### src/spq_pkg.sv
`timescale 1ns / 1ps

package spq_pkg;

  localparam int unsigned CAPACITY = 16;
  localparam int unsigned IDX_W    = $clog2(CAPACITY);
  localparam int unsigned CNT_W    = $clog2(CAPACITY + 1);
  localparam int unsigned DATA_W   = 32;
  localparam int unsigned PRIO_W   = 16;
  localparam int unsigned OCC_W    = 5;
  localparam int unsigned ENTRY_W  = DATA_W + PRIO_W;

  localparam logic CMD_INSERT = 1'b0;
  localparam logic CMD_REMOVE = 1'b1;

  typedef enum logic [1:0] {
    STATUS_OK    = 2'd0,
    STATUS_EMPTY = 2'd1,
    STATUS_FULL  = 2'd2
  } status_t;

  typedef enum logic [2:0] {
    ST_IDLE,
    ST_INS_RD,
    ST_INS_CMP,
    ST_REM_TAKE,
    ST_RESP
  } state_t;

  typedef struct packed {
    status_t                   status;
    logic signed [DATA_W-1:0]  data;
    logic signed [PRIO_W-1:0]  prio;
    logic        [OCC_W-1:0]   occupancy;
  } result_t;

endpackage

### src/spq_in_if.sv
`timescale 1ns / 1ps

interface spq_in_if;
  import spq_pkg::*;

  logic                     valid;
  logic                     ready;
  logic                     cmd;
  logic signed [DATA_W-1:0] in_data;
  logic signed [PRIO_W-1:0] in_priority;

  modport source (output valid, cmd, in_data, in_priority, input ready);
  modport sink   (input valid, cmd, in_data, in_priority, output ready);

endinterface

### src/spq_out_if.sv
`timescale 1ns / 1ps

interface spq_out_if;
  import spq_pkg::*;

  logic                     valid;
  logic                     ready;
  status_t                  status;
  logic signed [DATA_W-1:0] out_data;
  logic signed [PRIO_W-1:0] out_priority;
  logic        [OCC_W-1:0]  occupancy;

  modport source (output valid, status, out_data, out_priority, occupancy, input ready);
  modport sink   (input valid, status, out_data, out_priority, occupancy, output ready);

endinterface

### src/spq_ram.sv
`timescale 1ns / 1ps

module spq_ram #(
  parameter int unsigned WIDTH = 8,
  parameter int unsigned DEPTH = 16
) (
  input  logic                     clk,
  input  logic                     we,
  input  logic [$clog2(DEPTH)-1:0] waddr,
  input  logic [WIDTH-1:0]         wdata,
  input  logic [$clog2(DEPTH)-1:0] raddr,
  output logic [WIDTH-1:0]         rdata
);

  logic [WIDTH-1:0] mem [DEPTH];

  always_ff @(posedge clk) begin
    if (we) begin
      mem[waddr] <= wdata;
    end
    rdata <= mem[raddr];
  end

endmodule

### src/spq_seq.sv
`timescale 1ns / 1ps

module spq_seq (
  input  logic                        clk,
  input  logic                        rst,
  spq_in_if.sink                      req,
  input  logic                        out_free,
  output logic                        res_valid,
  output spq_pkg::result_t            res,
  output logic                        ram_we,
  output logic [spq_pkg::IDX_W-1:0]   ram_waddr,
  output logic [spq_pkg::ENTRY_W-1:0] ram_wdata,
  output logic [spq_pkg::IDX_W-1:0]   ram_raddr,
  input  logic [spq_pkg::ENTRY_W-1:0] ram_rdata
);
  import spq_pkg::*;

  // Entries live in a circular buffer; logical slot zero is the head.
  function automatic logic [IDX_W-1:0] phys(input logic [IDX_W-1:0] h,
                                            input logic [IDX_W-1:0] k);
    logic [IDX_W:0] s;
    s = {1'b0, h} + {1'b0, k};
    if (s >= (IDX_W + 1)'(CAPACITY)) begin
      s = s - (IDX_W + 1)'(CAPACITY);
    end
    return s[IDX_W-1:0];
  endfunction

  state_t                   state, state_next;
  logic [IDX_W-1:0]         head, head_next;
  logic [CNT_W-1:0]         count, count_next;
  logic [IDX_W-1:0]         k, k_next;
  result_t                  res_next;
  logic signed [DATA_W-1:0] new_data;
  logic signed [PRIO_W-1:0] new_prio;
  logic signed [PRIO_W-1:0] rd_prio;
  logic                     accept;

  assign rd_prio = ram_rdata[ENTRY_W-1 -: PRIO_W];
  assign accept  = req.valid && req.ready;

  always_ff @(posedge clk) begin
    if (rst) begin
      state <= ST_IDLE;
      head  <= '0;
      count <= '0;
    end else begin
      state <= state_next;
      head  <= head_next;
      count <= count_next;
    end
    k   <= k_next;
    res <= res_next;
    if (accept) begin
      new_data <= req.in_data;
      new_prio <= req.in_priority;
    end
  end

  always_comb begin
    state_next = state;
    head_next  = head;
    count_next = count;
    k_next     = k;
    res_next   = res;
    req.ready  = (state == ST_IDLE);
    res_valid  = 1'b0;
    ram_we     = 1'b0;
    ram_waddr  = phys(head, k);
    ram_wdata  = {new_prio, new_data};
    ram_raddr  = phys(head, k - 1'b1);
    case (state)
      ST_IDLE: begin
        ram_raddr = head;
        if (req.valid) begin
          res_next = '{STATUS_OK, '0, '0, OCC_W'(count)};
          if (req.cmd == CMD_INSERT) begin
            if (count == CNT_W'(CAPACITY)) begin
              res_next.status = STATUS_FULL;
              state_next      = ST_RESP;
            end else begin
              k_next     = count[IDX_W-1:0];
              state_next = ST_INS_RD;
            end
          end else begin
            if (count == '0) begin
              res_next.status = STATUS_EMPTY;
              state_next      = ST_RESP;
            end else begin
              state_next = ST_REM_TAKE;
            end
          end
        end
      end
      ST_INS_RD: begin
        if (k == '0) begin
          ram_we             = 1'b1;
          count_next         = count + 1'b1;
          res_next.occupancy = OCC_W'(count + 1'b1);
          state_next         = ST_RESP;
        end else begin
          state_next = ST_INS_CMP;
        end
      end
      ST_INS_CMP: begin
        ram_we = 1'b1;
        if (rd_prio > new_prio) begin
          ram_wdata  = ram_rdata;
          k_next     = k - 1'b1;
          state_next = ST_INS_RD;
        end else begin
          count_next         = count + 1'b1;
          res_next.occupancy = OCC_W'(count + 1'b1);
          state_next         = ST_RESP;
        end
      end
      ST_REM_TAKE: begin
        res_next.data      = ram_rdata[DATA_W-1:0];
        res_next.prio      = rd_prio;
        res_next.occupancy = OCC_W'(count - 1'b1);
        count_next         = count - 1'b1;
        head_next          = phys(head, IDX_W'(1));
        state_next         = ST_RESP;
      end
      ST_RESP: begin
        res_valid = out_free;
        if (out_free) begin
          state_next = ST_IDLE;
        end
      end
      default: begin
        state_next = ST_IDLE;
      end
    endcase
  end

endmodule

### src/sorted_priority_queue.sv
`timescale 1ns / 1ps

// Bounded priority queue of CAPACITY entries, kept sorted by signed priority.
// The req channel carries one command per transaction: an insert with a data
// word and a priority, or a removal of the head entry. The rsp channel returns
// one transaction per command with a status, the removed entry (zero when
// none) and the occupancy after the command. Smaller priorities leave first,
// and equal priorities leave in arrival order.
// The queue is a circular buffer in a single-port-read RAM. A removal reads the
// head entry and registers it as the result. An insert walks back from the
// tail through one shared comparator, reading each entry and moving it up one
// slot while its priority is larger, then writes the new entry into the gap.
// An insert when full or a removal when empty returns a FULL or EMPTY status.
// One command is in progress at a time; req.ready is high only while idle.
// The result waits in an output register; if rsp is stalled, the block holds
// the next result and takes no new command until the register is free.
// A synchronous reset empties the queue at once; no clearing pass is needed.
module sorted_priority_queue (
  input  logic       clk,
  input  logic       rst,
  spq_in_if.sink     req,
  spq_out_if.source  rsp
);
  import spq_pkg::*;

  logic                 out_free;
  logic                 res_valid;
  result_t              res;
  logic                 ram_we;
  logic [IDX_W-1:0]     ram_waddr;
  logic [ENTRY_W-1:0]   ram_wdata;
  logic [IDX_W-1:0]     ram_raddr;
  logic [ENTRY_W-1:0]   ram_rdata;

  assign out_free = !rsp.valid || rsp.ready;

  spq_ram #(
    .WIDTH (ENTRY_W),
    .DEPTH (CAPACITY)
  ) u_ram (
    .clk   (clk),
    .we    (ram_we),
    .waddr (ram_waddr),
    .wdata (ram_wdata),
    .raddr (ram_raddr),
    .rdata (ram_rdata)
  );

  spq_seq u_seq (
    .clk       (clk),
    .rst       (rst),
    .req       (req),
    .out_free  (out_free),
    .res_valid (res_valid),
    .res       (res),
    .ram_we    (ram_we),
    .ram_waddr (ram_waddr),
    .ram_wdata (ram_wdata),
    .ram_raddr (ram_raddr),
    .ram_rdata (ram_rdata)
  );

  always_ff @(posedge clk) begin
    if (rst) begin
      rsp.valid <= 1'b0;
    end else if (res_valid) begin
      rsp.valid <= 1'b1;
    end else if (rsp.ready) begin
      rsp.valid <= 1'b0;
    end
    if (res_valid) begin
      rsp.status       <= res.status;
      rsp.out_data     <= res.data;
      rsp.out_priority <= res.prio;
      rsp.occupancy    <= res.occupancy;
    end
  end

endmodule
### src/flat_wrapper.sv
// flat-port wrapper written by rule: the top's interface ports become plain ports
module sorted_priority_queue_flat import spq_pkg::*;
  (clk, rst, req_valid, req_cmd, req_in_data, req_in_priority, req_ready, rsp_valid, rsp_status, rsp_out_data, rsp_out_priority, rsp_occupancy, rsp_ready);
  spq_in_if req_i ();
  spq_out_if rsp_i ();
  input  logic clk;
  input  logic rst;
  input wire logic [$bits(req_i.valid)-1:0] req_valid;
  input wire logic [$bits(req_i.cmd)-1:0] req_cmd;
  input wire logic [$bits(req_i.in_data)-1:0] req_in_data;
  input wire logic [$bits(req_i.in_priority)-1:0] req_in_priority;
  output wire logic [$bits(req_i.ready)-1:0] req_ready;
  output wire logic [$bits(rsp_i.valid)-1:0] rsp_valid;
  output wire logic [$bits(rsp_i.status)-1:0] rsp_status;
  output wire logic [$bits(rsp_i.out_data)-1:0] rsp_out_data;
  output wire logic [$bits(rsp_i.out_priority)-1:0] rsp_out_priority;
  output wire logic [$bits(rsp_i.occupancy)-1:0] rsp_occupancy;
  input wire logic [$bits(rsp_i.ready)-1:0] rsp_ready;
  assign req_i.valid = req_valid;
  assign req_i.cmd = req_cmd;
  assign req_i.in_data = req_in_data;
  assign req_i.in_priority = req_in_priority;
  assign req_ready = req_i.ready;
  assign rsp_valid = rsp_i.valid;
  assign rsp_status = rsp_i.status;
  assign rsp_out_data = rsp_i.out_data;
  assign rsp_out_priority = rsp_i.out_priority;
  assign rsp_occupancy = rsp_i.occupancy;
  assign rsp_i.ready = rsp_ready;
  sorted_priority_queue u_core (.clk(clk), .rst(rst), .req(req_i), .rsp(rsp_i));
endmodule
### config.mk
export PLATFORM = sky130hd
export DESIGN_NAME = sorted_priority_queue_flat
export DESIGN_NICKNAME = d
export VERILOG_FILES = /design/src/spq_pkg.sv /design/src/spq_in_if.sv /design/src/spq_out_if.sv /design/src/spq_ram.sv /design/src/spq_seq.sv /design/src/sorted_priority_queue.sv /design/src/flat_wrapper.sv
export SDC_FILE = /design/constraint.sdc
export NUM_CORES = 1
export LEC_CHECK = 0
export BUFFER_PORTS_ARGS = -buffer_cell sky130_fd_sc_hd__buf_2
export CAP_MARGIN = 30
export CORE_MARGIN = 3
export CORE_UTILIZATION = 45
export CTS_CLUSTER_DIAMETER = 120
export DETAILED_ROUTE_END_ITERATION = 6
export PLACE_DENSITY = 0.61
export SYNTH_ARGS = -nofsm -noshare
export SYNTH_HDL_FRONTEND = slang
export SYNTH_SLANG_ARGS = --single-unit
### constraint.sdc
create_clock -name clk -period 5.3 [get_ports clk]
set_input_delay 0 -clock clk [delete_from_list [all_inputs] [get_ports clk]]
set_output_delay 0 -clock clk [all_outputs]
set_load 0.05 [all_outputs]
==> impl_metrics.ini <==
[outcome]
run_status = complete, no violations

[synthesis]
yosysSeqAreaShare = 0.783
synth.avg_cell_area_um2 = 22.8
yosys.area.top_type_share = 0.750
gate_count_after_technology_mapping = 1635
ys.flop_type = edfxtp_1
syn-num-nets = 1717
netlist_area_um2 = 37200
yosys_register_bits = 991
post_synth_num_cell_types = 45
yosys.area.top_type = edfxtp_1
synthArstFlopShare = 0
synth-warning-count = 0
synth_edf_count = 930
most_repeated_cell_in_the_gate_level_netlist_after_synthesis = edfxtp_1
synth_area_leaders = edfxtp_1, mux4_2, dfxtp_1
yosys-top-cells-count = edfxtp_1, mux4_2, dfxtp_1

[timing]
timing.clock.skew_ns = 0.0276
maxSlewHeadroom = 0.334
fin_crit_sh = 0.741
tightestPinTransition_ns = 0.999
total_setup_violations_reported_at_the_end_of_the_flow = 0
maximum_operating_frequency_mhz = 255
finalHoldViolations = 0
fin_tns_setup_ns = 0
drv_slew = 0
timing.final.crit_period_ns = 3.93
rsz0062_at_grt = no

[cts]
insertion_delay_ns = 0.65
cts.repair.resized = 0
cts-htree-levels = 3
clk_path_buf_depth = 3
cts-buffers-inserted = 97
path_clk_slew_ns = 0.06
cts_sinks = 991
cts_hold_repair.buffers = 53
cts_tree = done
post_cts_buffers = 0
cts_root_buf = clkbuf_16

[place]
place.gp.congestion = 0.788
dpl.cell_count = 2786
dp_hpwl_um = 42800
port-buffer-count = 109

[detailed_routing]
ant_nets = 0
vias = 17200
drt-pass1-iter-count = 5
wl_cell_um = 26.5
drt_wl_total_um = 80000
post-route-drc-count = 0
first_iter_violations = 1407
detail_route.vias_per_cell = 5.69

[power]
cellLeakagePower_nw = 14.4
ir_drop_v = 0.000329
powerDensity_nw_per_um2 = 538

[critical_path]
worst_setup_path_end_kind = flip-flop
worst_setup_path_type = flip-flop to flip-flop
worst-path-max-fanout = 42
critPathCapture = u_core.u_ram.mem[12][32]
timing.reg2reg.setup_slack_ns = 1.37
critPathRequiredTime_ns = 5.68
start_kind = flip-flop
critical_path.startpoint = u_core.u_seq.new_prio[15]
critPathArrivalTime_ns = 4.30
worstReg2RegStart = u_core.u_seq.new_prio[15]
crit-reg2reg-capture = u_core.u_ram.mem[12][32]
r2r.worst_path.cells = 10

[grt]
grt_first_pass_wirelength_um = 119000
groute.usage.overall = 0.188
grt_start_max_net_pins = 68
initial_antenna_violation_count = 0
grt_pass1_vias = 17800
global_route.overflow_total = 0

[finish]
filler_cell_count = 6190
final_core_utilization = 0.534
synthToLayoutAreaGrowth_pct = 16.6
insertedDiodeCount = 0
nNetsFinal = 1961
finish.cell_count_without_fillers = 3022
drive_gt1_frac = 0.320

[die]
die_height_um = 294
floorplan.core_area_um2 = 81200
start_util = 0.459
placementRows = 104
fp.dieArea_um2 = 86200
dieWidth_um = 294
num_io_pins = 110

[run]
timing.max_cap.violations = 0

[worst_hold_path]
worstHoldPathType = primary input to flip-flop
## stage by stage
step                      instance area (µm²)  setup WS (ns)  power (mW)  hold slack, ns
after CTS                               43400           1.39        23.7          0.0188
after global routing                    43400           1.23        24.4          0.0448
final                                   43400           1.37        23.4          0.0620
after detailed placement                39700           1.45        16.8           0.178
after floorplan                         37200           1.36        15.0          0.0989
after global placement                  39400           1.42        16.7           0.177
## cell usage in the layout (no fill, tap or decap), types with 5 or more instances in the layout
master / n
o21ai_0: 7
clkinv_1: 19
mux2_2: 53
clkbuf_8: 5
dfxtp_1: 61
clkbuf_1: 19
nor3_1: 7
clkinv_2: 21
clkbuf_16: 97
mux4_2: 239
and3_1: 5
edfxtp_1: 930
nor2b_1: 5
bufinv_16: 10
ha_1: 27
nand2_1: 20
and2_1: 48
buf_2: 109
buf_12: 11
inv_1: 24
a21oi_1: 21
xor2_1: 8
nand2b_1: 8
nand3_1: 7
buf_4: 35
buf_16: 8
nor2_4: 17
xnor2_1: 8
dlygate4sd3_1: 53
nor2_1: 22
## cell families after synthesis
group | count (synthesis) | share of synthesized area
buffers and inverters | 95 | 0.0104
AND/OR/NAND/NOR | 155 | 0.0222
adder cells (fa/ha/maj) | 29 | 0.0101
multiplexers | 296 | 0.162
XOR/XNOR | 17 | 0.00400
flip-flops | 991 | 0.783
AO/OA/AOI/OAI | 52 | 0.00870
## worst min-delay path by stage
stage / endpoint / from / slack, ns / cells after the start
6_report: u_core.u_seq.new_data[31] / req_in_data[31] / 0.06 / 2
4_1_cts: u_core.u_seq.new_data[31] / req_in_data[31] / 0.02 / 2
3_5_place_dp: u_core.u_seq.new_data[31] / req_in_data[31] / 0.18 / 1
3_3_place_gp: u_core.u_seq.new_data[27] / req_in_data[27] / 0.18 / 1
2_1_floorplan: u_core.u_seq.new_data[0] / req_in_data[0] / 0.1 / 0
5_1_grt: u_core.u_seq.new_prio[9] / req_in_priority[9] / 0.04 / 2
## flip-flops by register name, indices dropped and copies added, names as in the netlist, 5 cells and up
signal / count
u_core.u_ram.mem: 768
u_core.u_ram.rdata: 48
u_core.rsp.out_data: 32
u_core.u_seq.res: 55
u_core.rsp.out_priority: 16
u_core.u_seq.new_data: 32
u_core.u_seq.new_prio: 16
u_core.u_seq.count: 5
u_core.rsp.occupancy: 5
## final cells by class
class / count / area, µm² / area share
Clock buffer: 121 / 2570 / 0.0592
Clock inverter: 61 / 597 / 0.0138
Inverter: 24 / 90.1 / 0.00208
Multi-Input combinational cell: 549 / 7890 / 0.182
Sequential cell: 991 / 29100 / 0.672
Tap cell: 1060 / 1330 / 0.0306
Timing Repair Buffer: 216 / 1780 / 0.0410
## routing by layer
layer	vias to the layer above	global-route usage	wire, µm
met5	-	0	0
met4	0	0.0551	1670
met3	110	0.0287	4810
met2	590	0.306	39200
met1	9202	0.269	34300
li1	7290	-	-
## worst max-delay path, cell delays in order, from the launching register on
cell	delay, ns
edfxtp_1	0.35
inv_1	0.05
ha_1	0.36
nand4_1	0.19
nor3_1	0.39
a21boi_0	0.33
a211o_1	0.26
mux2i_4	0.24
buf_4	0.77
o21ai_0	0.38
buf_4	0.29
## power by group
part           total [mW]  leakage, nW  internal, mW  switching (mW)
Combinational        6.20         3.93          2.79            3.41
Sequential           10.4         8.97          10.0           0.381
Clock                6.77         1.55          3.93            2.83
Total                23.4         14.4          16.7            6.63
Power figures use the tool's default switching activity.
